## config.mk

```make
export PLATFORM = sky130hd
export DESIGN_NAME = vxlan_decapsulation_stream_unit_flat
export DESIGN_NICKNAME = d
export VERILOG_FILES = /design/src/sv/vds_pkg.sv /design/src/sv/vds_in_if.sv /design/src/sv/vds_out_if.sv /design/src/sv/vds_front.sv /design/src/sv/vds_queue.sv /design/src/sv/vds_back.sv /design/src/sv/vxlan_decapsulation_stream_unit.sv /design/src/flat_wrapper.sv
export SDC_FILE = /design/constraint.sdc
export NUM_CORES = 2
export LEC_CHECK = 0
export BUFFER_PORTS_ARGS = -buffer_cell sky130_fd_sc_hd__clkbuf_2
export CAP_MARGIN = 0
export CORE_ASPECT_RATIO = 0.8
export CORE_UTILIZATION = 35
export DETAILED_ROUTE_END_ITERATION = 8
export GPL_TIMING_DRIVEN = 0
export SYNTH_ARGS = -nofsm -noshare
export SYNTH_HDL_FRONTEND = slang
export SYNTH_SLANG_ARGS = --single-unit
```

## constraint.sdc

```tcl
create_clock -name clk -period 72.7 [get_ports clk]
set_input_delay 7.27 -clock clk [delete_from_list [all_inputs] [get_ports clk]]
set_output_delay 7.27 -clock clk [all_outputs]
set_load 0.02 [all_outputs]
```

## src/sv/vds_pkg.sv

```systemverilog
// Shared types and constants for the VXLAN decapsulation stream unit.
package vds_pkg;

	localparam int LANE_W = 64;
	localparam int LANES = 8;
	localparam int HELD = 7;
	localparam int KEEP_W = 64;
	localparam int HELD_KEEP_W = 56;
	localparam int VNI_W = 24;
	localparam int VNI_LSB = 8;
	localparam int TAIL_KEEP_BIT = 55;

	typedef logic [LANE_W-1:0] lane_t;

	typedef enum logic [1:0] {
		PH_START = 2'd0,
		PH_PASS  = 2'd1,
		PH_DROP  = 2'd3
	} phase_t;

	// One decoded beat: the joined result plus the pieces of an optional tail result
	typedef struct packed {
		lane_t [LANES-1:0]       lane;
		logic [KEEP_W-1:0]       keep;
		logic                    last;
		logic                    tail;
		lane_t [HELD-1:0]        tail_lane;
		logic [HELD_KEEP_W-1:0]  tail_keep;
	} cmd_t;

	typedef struct packed {
		lane_t [LANES-1:0] lane;
		logic [KEEP_W-1:0] keep;
		logic              last;
	} res_t;

	typedef struct packed {
		logic push;
		cmd_t cmd;
	} q_wr_t;

	typedef struct packed {
		logic valid;
		cmd_t cmd;
	} q_rd_t;

endpackage

```

## src/sv/vds_in_if.sv

```systemverilog
// Input beat channel: valid/ready handshake with the encapsulated beat payload.
interface vds_in_if;
	logic        valid;
	logic        ready;
	logic [63:0] in_lane0;
	logic [63:0] in_lane1;
	logic [63:0] in_lane2;
	logic [63:0] in_lane3;
	logic [63:0] in_lane4;
	logic [63:0] in_lane5;
	logic [63:0] in_lane6;
	logic [63:0] in_lane7;
	logic [63:0] in_keep;
	logic        in_last;

	modport source (
		output valid, in_lane0, in_lane1, in_lane2, in_lane3, in_lane4, in_lane5, in_lane6,
		output in_lane7, in_keep, in_last,
		input  ready
	);
	modport sink (
		input  valid, in_lane0, in_lane1, in_lane2, in_lane3, in_lane4, in_lane5, in_lane6,
		input  in_lane7, in_keep, in_last,
		output ready
	);
endinterface

```

## src/sv/vds_out_if.sv

```systemverilog
// Output beat channel: valid/ready handshake with the stripped beat payload.
interface vds_out_if;
	logic        valid;
	logic        ready;
	logic [63:0] out_lane0;
	logic [63:0] out_lane1;
	logic [63:0] out_lane2;
	logic [63:0] out_lane3;
	logic [63:0] out_lane4;
	logic [63:0] out_lane5;
	logic [63:0] out_lane6;
	logic [63:0] out_lane7;
	logic [63:0] out_keep;
	logic        out_last;

	modport source (
		output valid, out_lane0, out_lane1, out_lane2, out_lane3, out_lane4, out_lane5,
		output out_lane6, out_lane7, out_keep, out_last,
		input  ready
	);
	modport sink (
		input  valid, out_lane0, out_lane1, out_lane2, out_lane3, out_lane4, out_lane5,
		input  out_lane6, out_lane7, out_keep, out_last,
		output ready
	);
endinterface

```

## src/sv/vds_front.sv

```systemverilog
// Front end: VNI check, packet phase tracking and beat realignment into commands.
module vds_front import vds_pkg::*; (
	input  logic                clk,
	input  logic                arst_n,
	input  logic                cfg_wr_en,
	input  logic [VNI_W-1:0]    cfg_wr_data,
	vds_in_if.sink              ingress,
	input  logic                q_full,
	output q_wr_t               q_wr
);

	phase_t                 phase_q, phase_d;
	logic [VNI_W-1:0]       match_vni_q;
	lane_t [HELD-1:0]       held_lanes_q;
	logic [HELD_KEEP_W-1:0] held_keep_q;
	lane_t [HELD-1:0]       beat_lo;
	logic                   accept;
	logic                   vni_hit;

	assign ingress.ready = !q_full;
	assign accept = ingress.valid && ingress.ready;
	assign beat_lo = {ingress.in_lane6, ingress.in_lane5, ingress.in_lane4, ingress.in_lane3,
		ingress.in_lane2, ingress.in_lane1, ingress.in_lane0};
	assign vni_hit = ingress.in_lane7[VNI_LSB +: VNI_W] == match_vni_q;

	always_comb begin
		phase_d = phase_q;
		if (accept) begin
			case (phase_q)
				PH_DROP: begin
					if (ingress.in_last)
						phase_d = PH_START;
				end
				PH_PASS: begin
					phase_d = ingress.in_last ? PH_START : PH_PASS;
				end
				default: begin
					if (!vni_hit)
						phase_d = ingress.in_last ? PH_START : PH_DROP;
					else
						phase_d = ingress.in_last ? PH_START : PH_PASS;
				end
			endcase
		end
	end

	always_comb begin
		q_wr.push = 1'b0;
		q_wr.cmd.lane = {held_lanes_q, ingress.in_lane7};
		q_wr.cmd.keep = {held_keep_q, ingress.in_keep[KEEP_W-1 -: 8]};
		q_wr.cmd.last = 1'b0;
		q_wr.cmd.tail = 1'b0;
		q_wr.cmd.tail_lane = beat_lo;
		q_wr.cmd.tail_keep = ingress.in_keep[HELD_KEEP_W-1:0];
		case (phase_q)
			PH_DROP: begin
				q_wr.push = 1'b0;
			end
			PH_PASS: begin
				// last beat with data below its top 8 bytes spills into a tail result
				q_wr.push = accept;
				q_wr.cmd.last = ingress.in_last && !ingress.in_keep[TAIL_KEEP_BIT];
				q_wr.cmd.tail = ingress.in_last && ingress.in_keep[TAIL_KEEP_BIT];
			end
			default: begin
				// single-beat matching packet: header byte slots come out empty
				q_wr.push = accept && vni_hit && ingress.in_last;
				q_wr.cmd.lane = {beat_lo, LANE_W'(0)};
				q_wr.cmd.keep = {ingress.in_keep[HELD_KEEP_W-1:0], 8'h00};
				q_wr.cmd.last = 1'b1;
			end
		endcase
	end

	always_ff @(posedge clk or negedge arst_n) begin
		if (!arst_n) begin
			phase_q <= PH_START;
			match_vni_q <= '0;
		end else begin
			phase_q <= phase_d;
			if (cfg_wr_en)
				match_vni_q <= cfg_wr_data;
		end
	end

	// the held beat is only read on the beat right after it, so every transfer may overwrite it
	always_ff @(posedge clk) begin
		if (accept) begin
			held_lanes_q <= beat_lo;
			held_keep_q <= ingress.in_keep[HELD_KEEP_W-1:0];
		end
	end

endmodule

```

## src/sv/vds_queue.sv

```systemverilog
// Small register FIFO of decoded commands between front and back end.
module vds_queue import vds_pkg::*; #(
	parameter int DEPTH = 2
) (
	input  logic                       clk,
	input  logic                       arst_n,
	input  q_wr_t                      q_wr,
	input  logic                       pop,
	output q_rd_t                      head,
	output logic                       full,
	output logic [$clog2(DEPTH+1)-1:0] count
);

	localparam int AW = $clog2(DEPTH);
	localparam int CW = $clog2(DEPTH + 1);

	cmd_t          entry_q [DEPTH];
	logic [AW-1:0] wr_ptr_q, rd_ptr_q;
	logic [CW-1:0] count_q;

	assign full = count_q == CW'(DEPTH);
	assign count = count_q;
	assign head.valid = count_q != '0;
	assign head.cmd = entry_q[rd_ptr_q];

	always_ff @(posedge clk or negedge arst_n) begin
		if (!arst_n) begin
			wr_ptr_q <= '0;
			rd_ptr_q <= '0;
			count_q <= '0;
		end else begin
			if (q_wr.push)
				wr_ptr_q <= (wr_ptr_q == AW'(DEPTH - 1)) ? '0 : wr_ptr_q + 1'b1;
			if (pop)
				rd_ptr_q <= (rd_ptr_q == AW'(DEPTH - 1)) ? '0 : rd_ptr_q + 1'b1;
			if (q_wr.push && !pop)
				count_q <= count_q + 1'b1;
			else if (pop && !q_wr.push)
				count_q <= count_q - 1'b1;
		end
	end

	always_ff @(posedge clk) begin
		if (q_wr.push)
			entry_q[wr_ptr_q] <= q_wr.cmd;
	end

endmodule

```

## src/sv/vds_back.sv

```systemverilog
// Back end: expands commands into one or two result beats behind an output register.
module vds_back import vds_pkg::*; (
	input  logic     clk,
	input  logic     arst_n,
	input  q_rd_t    head,
	output logic     pop,
	vds_out_if.source egress
);

	res_t res_q;
	logic out_valid_q;
	logic tail_pend_q;
	logic out_free;
	res_t res_a, res_tail;

	assign out_free = !out_valid_q || egress.ready;
	// a command with a tail stays at the head until its second result is loaded
	assign pop = out_free && head.valid && (tail_pend_q || !head.cmd.tail);

	assign res_a.lane = head.cmd.lane;
	assign res_a.keep = head.cmd.keep;
	assign res_a.last = head.cmd.last;
	assign res_tail.lane = {head.cmd.tail_lane, LANE_W'(0)};
	assign res_tail.keep = {head.cmd.tail_keep, 8'h00};
	assign res_tail.last = 1'b1;

	always_ff @(posedge clk or negedge arst_n) begin
		if (!arst_n) begin
			out_valid_q <= 1'b0;
			tail_pend_q <= 1'b0;
		end else if (out_free) begin
			out_valid_q <= head.valid;
			if (tail_pend_q)
				tail_pend_q <= 1'b0;
			else if (head.valid && head.cmd.tail)
				tail_pend_q <= 1'b1;
		end
	end

	always_ff @(posedge clk) begin
		if (out_free && head.valid)
			res_q <= tail_pend_q ? res_tail : res_a;
	end

	assign egress.valid = out_valid_q;
	assign egress.out_lane0 = res_q.lane[0];
	assign egress.out_lane1 = res_q.lane[1];
	assign egress.out_lane2 = res_q.lane[2];
	assign egress.out_lane3 = res_q.lane[3];
	assign egress.out_lane4 = res_q.lane[4];
	assign egress.out_lane5 = res_q.lane[5];
	assign egress.out_lane6 = res_q.lane[6];
	assign egress.out_lane7 = res_q.lane[7];
	assign egress.out_keep = res_q.keep;
	assign egress.out_last = res_q.last;

endmodule

```

## src/sv/vxlan_decapsulation_stream_unit.sv

```systemverilog
// VXLAN decapsulation for a 512-bit beat stream. The block accepts one beat per clock
// while its command queue (QUEUE_DEPTH entries) has room; the front end checks the VNI
// of each first beat against match_vni, drops non-matching packets and strips the
// 8-byte header by joining the low 56 bytes of each beat with the top 8 bytes of the
// next. The back end delivers one result per clock from an output register while egress
// is ready; each result passes through the command queue and then the output register.
// A last beat that still carries bytes below its top 8 produces two results; its command
// stays at the head until both are loaded. Sustained output is one result per cycle, set
// by the single result port. A write to match_vni applies from the next first beat on.
module vxlan_decapsulation_stream_unit import vds_pkg::*; #(
	parameter int QUEUE_DEPTH = 2
) (
	input  logic             clk,
	input  logic             arst_n,
	input  logic             cfg_wr_en,
	input  logic [VNI_W-1:0] cfg_wr_data,
	vds_in_if.sink           ingress,
	vds_out_if.source        egress
);

	localparam int CW = $clog2(QUEUE_DEPTH + 1);

	q_wr_t         q_wr;
	q_rd_t         q_head;
	logic          q_full;
	logic          q_pop;
	logic [CW-1:0] q_count;

	vds_front u_front (
		.clk         (clk),
		.arst_n      (arst_n),
		.cfg_wr_en   (cfg_wr_en),
		.cfg_wr_data (cfg_wr_data),
		.ingress     (ingress),
		.q_full      (q_full),
		.q_wr        (q_wr)
	);

	vds_queue #(
		.DEPTH (QUEUE_DEPTH)
	) u_queue (
		.clk    (clk),
		.arst_n (arst_n),
		.q_wr   (q_wr),
		.pop    (q_pop),
		.head   (q_head),
		.full   (q_full),
		.count  (q_count)
	);

	vds_back u_back (
		.clk    (clk),
		.arst_n (arst_n),
		.head   (q_head),
		.pop    (q_pop),
		.egress (egress)
	);

	a_no_push_full: assert property (@(posedge clk) disable iff (!arst_n)
		q_wr.push |-> !q_full)
		else $error("command pushed into full queue");

	a_no_pop_empty: assert property (@(posedge clk) disable iff (!arst_n)
		q_pop |-> q_count != '0)
		else $error("command popped from empty queue");

	a_count_track: assert property (@(posedge clk) disable iff (!arst_n)
		$past(arst_n) |-> q_count == CW'($past(q_count) + $past(q_wr.push) - $past(q_pop)))
		else $error("queue fill count out of step with push/pop");

endmodule
```

## src/flat_wrapper.sv

```systemverilog
// flat-port wrapper written by rule: the top's interface ports become plain ports
module vxlan_decapsulation_stream_unit_flat import vds_pkg::*;
#(
	parameter int QUEUE_DEPTH = 2
)
  (clk, arst_n, cfg_wr_en, cfg_wr_data, ingress_valid, ingress_in_lane0, ingress_in_lane1, ingress_in_lane2, ingress_in_lane3, ingress_in_lane4, ingress_in_lane5, ingress_in_lane6, ingress_in_lane7, ingress_in_keep, ingress_in_last, ingress_ready, egress_valid, egress_out_lane0, egress_out_lane1, egress_out_lane2, egress_out_lane3, egress_out_lane4, egress_out_lane5, egress_out_lane6, egress_out_lane7, egress_out_keep, egress_out_last, egress_ready);
  vds_in_if ingress_i ();
  vds_out_if egress_i ();
  input  logic clk;
  input  logic arst_n;
  input  logic cfg_wr_en;
  input  logic [VNI_W-1:0] cfg_wr_data;
  input wire logic [$bits(ingress_i.valid)-1:0] ingress_valid;
  input wire logic [$bits(ingress_i.in_lane0)-1:0] ingress_in_lane0;
  input wire logic [$bits(ingress_i.in_lane1)-1:0] ingress_in_lane1;
  input wire logic [$bits(ingress_i.in_lane2)-1:0] ingress_in_lane2;
  input wire logic [$bits(ingress_i.in_lane3)-1:0] ingress_in_lane3;
  input wire logic [$bits(ingress_i.in_lane4)-1:0] ingress_in_lane4;
  input wire logic [$bits(ingress_i.in_lane5)-1:0] ingress_in_lane5;
  input wire logic [$bits(ingress_i.in_lane6)-1:0] ingress_in_lane6;
  input wire logic [$bits(ingress_i.in_lane7)-1:0] ingress_in_lane7;
  input wire logic [$bits(ingress_i.in_keep)-1:0] ingress_in_keep;
  input wire logic [$bits(ingress_i.in_last)-1:0] ingress_in_last;
  output wire logic [$bits(ingress_i.ready)-1:0] ingress_ready;
  output wire logic [$bits(egress_i.valid)-1:0] egress_valid;
  output wire logic [$bits(egress_i.out_lane0)-1:0] egress_out_lane0;
  output wire logic [$bits(egress_i.out_lane1)-1:0] egress_out_lane1;
  output wire logic [$bits(egress_i.out_lane2)-1:0] egress_out_lane2;
  output wire logic [$bits(egress_i.out_lane3)-1:0] egress_out_lane3;
  output wire logic [$bits(egress_i.out_lane4)-1:0] egress_out_lane4;
  output wire logic [$bits(egress_i.out_lane5)-1:0] egress_out_lane5;
  output wire logic [$bits(egress_i.out_lane6)-1:0] egress_out_lane6;
  output wire logic [$bits(egress_i.out_lane7)-1:0] egress_out_lane7;
  output wire logic [$bits(egress_i.out_keep)-1:0] egress_out_keep;
  output wire logic [$bits(egress_i.out_last)-1:0] egress_out_last;
  input wire logic [$bits(egress_i.ready)-1:0] egress_ready;
  assign ingress_i.valid = ingress_valid;
  assign ingress_i.in_lane0 = ingress_in_lane0;
  assign ingress_i.in_lane1 = ingress_in_lane1;
  assign ingress_i.in_lane2 = ingress_in_lane2;
  assign ingress_i.in_lane3 = ingress_in_lane3;
  assign ingress_i.in_lane4 = ingress_in_lane4;
  assign ingress_i.in_lane5 = ingress_in_lane5;
  assign ingress_i.in_lane6 = ingress_in_lane6;
  assign ingress_i.in_lane7 = ingress_in_lane7;
  assign ingress_i.in_keep = ingress_in_keep;
  assign ingress_i.in_last = ingress_in_last;
  assign ingress_ready = ingress_i.ready;
  assign egress_valid = egress_i.valid;
  assign egress_out_lane0 = egress_i.out_lane0;
  assign egress_out_lane1 = egress_i.out_lane1;
  assign egress_out_lane2 = egress_i.out_lane2;
  assign egress_out_lane3 = egress_i.out_lane3;
  assign egress_out_lane4 = egress_i.out_lane4;
  assign egress_out_lane5 = egress_i.out_lane5;
  assign egress_out_lane6 = egress_i.out_lane6;
  assign egress_out_lane7 = egress_i.out_lane7;
  assign egress_out_keep = egress_i.out_keep;
  assign egress_out_last = egress_i.out_last;
  assign egress_i.ready = egress_ready;
  vxlan_decapsulation_stream_unit #(.QUEUE_DEPTH(QUEUE_DEPTH)) u_core (.clk(clk), .arst_n(arst_n), .cfg_wr_en(cfg_wr_en), .cfg_wr_data(cfg_wr_data), .ingress(ingress_i), .egress(egress_i));
endmodule
```

### Word-level counts from Yosys, hierarchy flattened

Memory sizes are Yosys's and may differ from the RTL's.
Index checks and enable logic that the tools add are counted.

* register bits: 1113
* bits in writable memories: 2164
* input port bits: 606
* output and inout port bits: 579
* logic and storage cells: 76
* memories kept: 1

* $add $sub $neg: 4
* equal/unequal tests: 5
* mux-type cells: 18
* reduce and logical (&&, ||, !) cells: 22

Memory list
* u_core.u_queue.entry_q: depth 2, bits a word 1082, rd ports 1, clocked after Yosys merged registers in 0, wr ports 1, line vds_queue.sv:17 `cmd_t entry_q [DEPTH];`

Operators with widths (number)
* $mux W577: 1
* $mux W576: 1
* $eq A24 B24 Y1: 1
* $logic_and A1 B1 Y1: 10
* $mux W2: 5
* $mux W1: 8
* $logic_not A1 Y1: 6
* $eq A2 B2 Y1 const B: 2
* $pmux W1 S2: 2
* $pmux W2 S2: 1
* $reduce_bool A2 Y1: 2
* $add A1 B1 Y1 const B: 2
* $add A2 B1 Y2 const B: 1
* $eq A2 B1 Y1 const B: 1
* $logic_or A1 B1 Y1: 2
* $ne A2 B2 Y1 const B: 1
* $reduce_and A2 Y1: 1
* $reduce_or A2 Y1: 1
* $sub A2 B1 Y2 const B: 1

### Longest topological paths before layout

* word-level depth: 10
* mapped depth: 9

### By module

From an unflattened synthesis, not the netlist that was laid out.

* cell total of the unflattened synthesis: 6360
* area, all modules: 130259.9 um^2

By module, submodules not included
* vds_queue: times used 1, cells each 3382, area an instance 78559.1 um^2
* vds_front: times used 1, cells each 1751, area an instance 27617.7 um^2
* vds_back: times used 1, cells each 1227, area an instance 24083.1 um^2

### Worst setup path before layout

OpenSTA, ideal clock, no wires.

* kind: in2reg
* start point: input port egress_ready
* end point: register u_core.u_queue.count_q[1] (netlist: u_core.u_queue.count[1])
* data arrival time: 35326 ps
* slack: 37295 ps
* cell stages on the path: 7
* cells stage by stage: nor2b_1 nor2_1 o21ai_1 ha_1 xor2_1 nor2_1 xor2_1

* cells in the longest elaborated chain, start to end: 6

Ends and longest elaborated chain
* from (decl): line flat_wrapper.sv:36 `input wire logic [$bits(egress_i.ready)-1:0] egress_ready;`
* $logic_or A1 B1 Y1 (*): line vds_back.sv:16 `assign out_free = !out_valid_q || egress.ready;`
* $logic_and A1 B1 Y1 (*) (2 in a row): line vds_back.sv:18 `assign pop = out_free && head.valid && (tail_pend_q || !head.cmd.tail);`
* $logic_not A1 Y1: line vds_queue.sv:36 `if (q_wr.push && !pop)`
* $logic_and A1 B1 Y1: line vds_queue.sv:36
* $mux W2 or $reduce_bool A2 Y1 (tied branches)
* to (signal assigned): line vds_queue.sv:37 `count_q <= count_q + 1'b1;`
* to (signal assigned): line vds_queue.sv:39 `count_q <= count_q - 1'b1;`
* to (decl): line vds_queue.sv:19 `logic [CW-1:0] count_q;`

Mark *: on every way between the ends. The rest lies on a longest branch, timed or not.
A chain may end at the register's enable or synchronous reset.

==> impl_metrics.json <==
{
  "status": "finished, final reports clean",
  "total_power_uw": 5940,
  "overflow": 0,
  "grt_pass1_vias": 57000,
  "synthTopCellsByCount": "3245 x edfxtp_1, 528 x mux2_2, 504 x mux4_2",
  "numPortBuffers": 1183,
  "drcViolationCount": 0,
  "ys_seq_elements": 3277,
  "min_path_type": "reg -> reg",
  "max-vdd-ir-drop_mv": 0.0276,
  "nets": 7008,
  "path_class": "in -> reg",
  "grt_max_degree": 92,
  "whs_ns": 0.524,
  "fin_crit_ns": 11.41,
  "first_pass_iters": 5,
  "cts_tree": "built",
  "synth_cell_types": 32,
  "seq_area_frac_synth_pct": 82.8,
  "intPower_uw": 4140,
  "pwr-share-clk_pct": 29.0,
  "cp_top_family": "simple AND/OR/NAND/NOR gates",
  "max_freq_ghz": 0.0876,
  "yosysTopAreaCellShare_pct": 82.1,
  "r2r_setup_slack_ns": 67.36,
  "rsz0062_at_grt": "false",
  "dp_hpwl_mm": 212,
  "slowest_stage": "xnor2_1",
  "finalWeightedCongestion": 0.791,
  "power.leakage_uw": 0.0484,
  "yosysMostFrequentCell": "edfxtp_1",
  "design.core.area_mm2": 0.336,
  "route.vias.total": 54800,
  "num_rows": 190,
  "yosysTopAreaCell": "edfxtp_1",
  "routedWlPerCell_um": 27.2,
  "vias_per_cell": 4.88,
  "report.final.slew_viol_count": 0,
  "path_common_cell": "buf_16",
  "drt-total-wl_mm": 305,
  "finalHoldViolCount": 0,
  "synthTopCellsByArea": "edfxtp_1 82%, mux4_2 9.6%, mux2_2 5.0%",
  "start_util_pct": 35.3,
  "powerDensity_mw_per_mm2": 41.4,
  "drt_iter0_markers": 4591,
  "worstPathCellList": "clkbuf_2, xnor2_1, nand4_1, nor4_2, a2bb2o_1, and2b_4, buf_16, buf_16, buf_12, buf_16, buf_16",
  "async_flop_share_pct": 0.977,
  "antenna_found_initial": 124,
  "die_area_mm2": 0.341,
  "power_frac_seq_pct": 45.1,
  "post_cts_buffers": 0,
  "drive_gt1_share_pct": 44.0,
  "grt_pass1_wl_mm": 423,
  "ctsHoldBuffers": 0,
  "die_w_um": 653,
  "syn_nets": 5405,
  "layout-area-overhead-vs-synth_pct": 20.8,
  "setup_viol": 0,
  "p_sw_share_pct": 30.3,
  "cts_sinks": 3277,
  "worst_pin_slew_ns": 1.26,
  "numCtsBuffers": 337,
  "grtUsageTotal_pct": 17.3,
  "cts_max_level": 5,
  "setup_tns_ns": 0,
  "insertion_delay_ns": 0.91,
  "pwr-share-comb_pct": 25.9,
  "path_buf_inv": 6,
  "crit_arrival_ns": 11.97,
  "cp_data_required_time_ns": 73.26,
  "post_cts_resize_count": 0,
  "drv_cap": 0,
  "slowest_delay_ns": 0.98,
  "syn_avg_cell_area_um2": 24.7,
  "max_slew_margin_pct": 15.4,
  "cts_root_buf": "clkbuf_16",
  "final_antenna_net_count": 0,
  "critPathMaxFanout": 49,
  "syn-cell-area_mm2": 0.119,
  "cp-end-kind": "flop",
  "clkSlewWorstSetupHoldPaths_ns": 0.06,
  "cts_buffer_depth": 4,
  "fp.dieH_um": 523,
  "synth_edf_count": 3245,
  "netlist_instances": 4798,
  "worst_setup_path_start_kind": "input port",
  "pin_count": 1185,
  "place_ws_ns": 60.15,
  "synth_top_flop_cell": "edfxtp_1",
  "synth_warnings": 0,
  "finalClockSkew_ns": 0.0669,
  "period_share_pct": 15.7,
  "p_sw_uw": 1800,
  "fin_ws_ns": 61.29
}
## registers in the layout, indices dropped and copies added, names as in the netlist, 56 cells and up
| register | flops |
|---|---|
| u_core.u_back.egress.out_lane1 | 64 |
| u_core.u_back.egress.out_lane6 | 64 |
| u_core.u_queue.entry_q | 2164 |
| u_core.u_front.held_keep_q | 56 |
| u_core.u_back.egress.out_lane5 | 64 |
| u_core.u_back.egress.out_lane4 | 64 |
| u_core.u_back.egress.out_keep | 64 |
| u_core.u_back.egress.out_lane3 | 64 |
| u_core.u_back.egress.out_lane7 | 64 |
| u_core.u_front.held_lanes_q | 448 |
| u_core.u_back.egress.out_lane2 | 64 |
| u_core.u_back.egress.out_lane0 | 64 |
## cell type report
type | instances | area [µm²]
flip-flops and latches | 3277 | 98200
fillers | 29100 | 193000
clock buffers | 426 | 8920
plain buffers | 198 | 1150
diodes | 48 | 120
well taps | 4512 | 5650
inverters | 1 | 11.3
multi-input cells | 1322 | 19300
repair buffers | 1264 | 7900
clock inverters | 180 | 2030
## worst reg2reg max path, stage by stage, from the launching register on
cell and delay (ns):
dfrtp_1 0.39, xnor2_1 0.98, nand4_1 0.22, nor4_2 0.88, a2bb2o_1 0.34, and2b_4 0.56
buf_16 0.30, buf_16 0.31, buf_12 0.37, buf_16 0.29, buf_16 0.31
## through the flow
stage,cells,cell area (µm²),utilization [%]
6_report,11200,143000,42.6
5_1_grt,11200,143000,42.6
4_1_cts,11200,143000,42.6
3_5_place_dp,10600,132000,39.3
3_3_place_gp,10500,130000,38.7
2_1_floorplan,4798,119000,-
## logic make-up after synthesis
| family | share of synthesized area [%] |
|---|---|
| multiplexers | 15.2 |
| flip-flops | 82.8 |
| AND/OR/NAND/NOR | 0.763 |
| XOR/XNOR | 0.207 |
| adder cells (fa/ha/maj) | 0.0105 |
| buffers and inverters | 0.969 |
| AO/OA/AOI/OAI | 0.0622 |
## path summary, 6_finish.rpt
| check | startpoint | endpoint | cells after the start |
|---|---|---|---|
| max reg2reg | u_core.u_front.match_vni_q[2] | u_core.u_queue.entry_q[0][924] | 10 |
| max in group asynchronous | arst_n | u_core.u_front.match_vni_q[19] | 1 |
| min | u_core.u_queue.count[1] | u_core.u_queue.count[1] | 1 |
| min in group asynchronous | arst_n | u_core.u_front.match_vni_q[2] | 1 |
| max | ingress_in_lane7[10] | u_core.u_queue.entry_q[0][924] | 11 |
| min reg2reg | u_core.u_queue.count[1] | u_core.u_queue.count[1] | 1 |
## placed cells by master, fill, tap and decap left out, types with 64 or more instances in the layout
master,n
clkbuf_2,1187
and2_1,72
clkbuf_1,106
buf_2,124
mux2_2,528
clkbuf_16,343
mux4_2,504
edfxtp_1,3245
clkinv_1,64
mux2i_1,73
nor2_1,76
## per-layer routing
layer / vias up / GRT usage, % / wire (µm)
met5: - / 0 / 478
met4: 78 / 7.54 / 12300
met3: 565 / 5.32 / 24000
met2: 1717 / 29.7 / 155000
met1: 29000 / 20.2 / 113000
li1: 23400 / - / -
## power by group through the flow
stage	clock network (µW)	logic [µW]	registers (µW)
floorplan	0	709	3210
global route	1830	1630	2700
global placement	0	1500	3290
detailed placement	0	1580	2710
CTS	1770	1590	2680
finish	1720	1540	2680
Note: power is estimated with default switching activity, not from simulation.
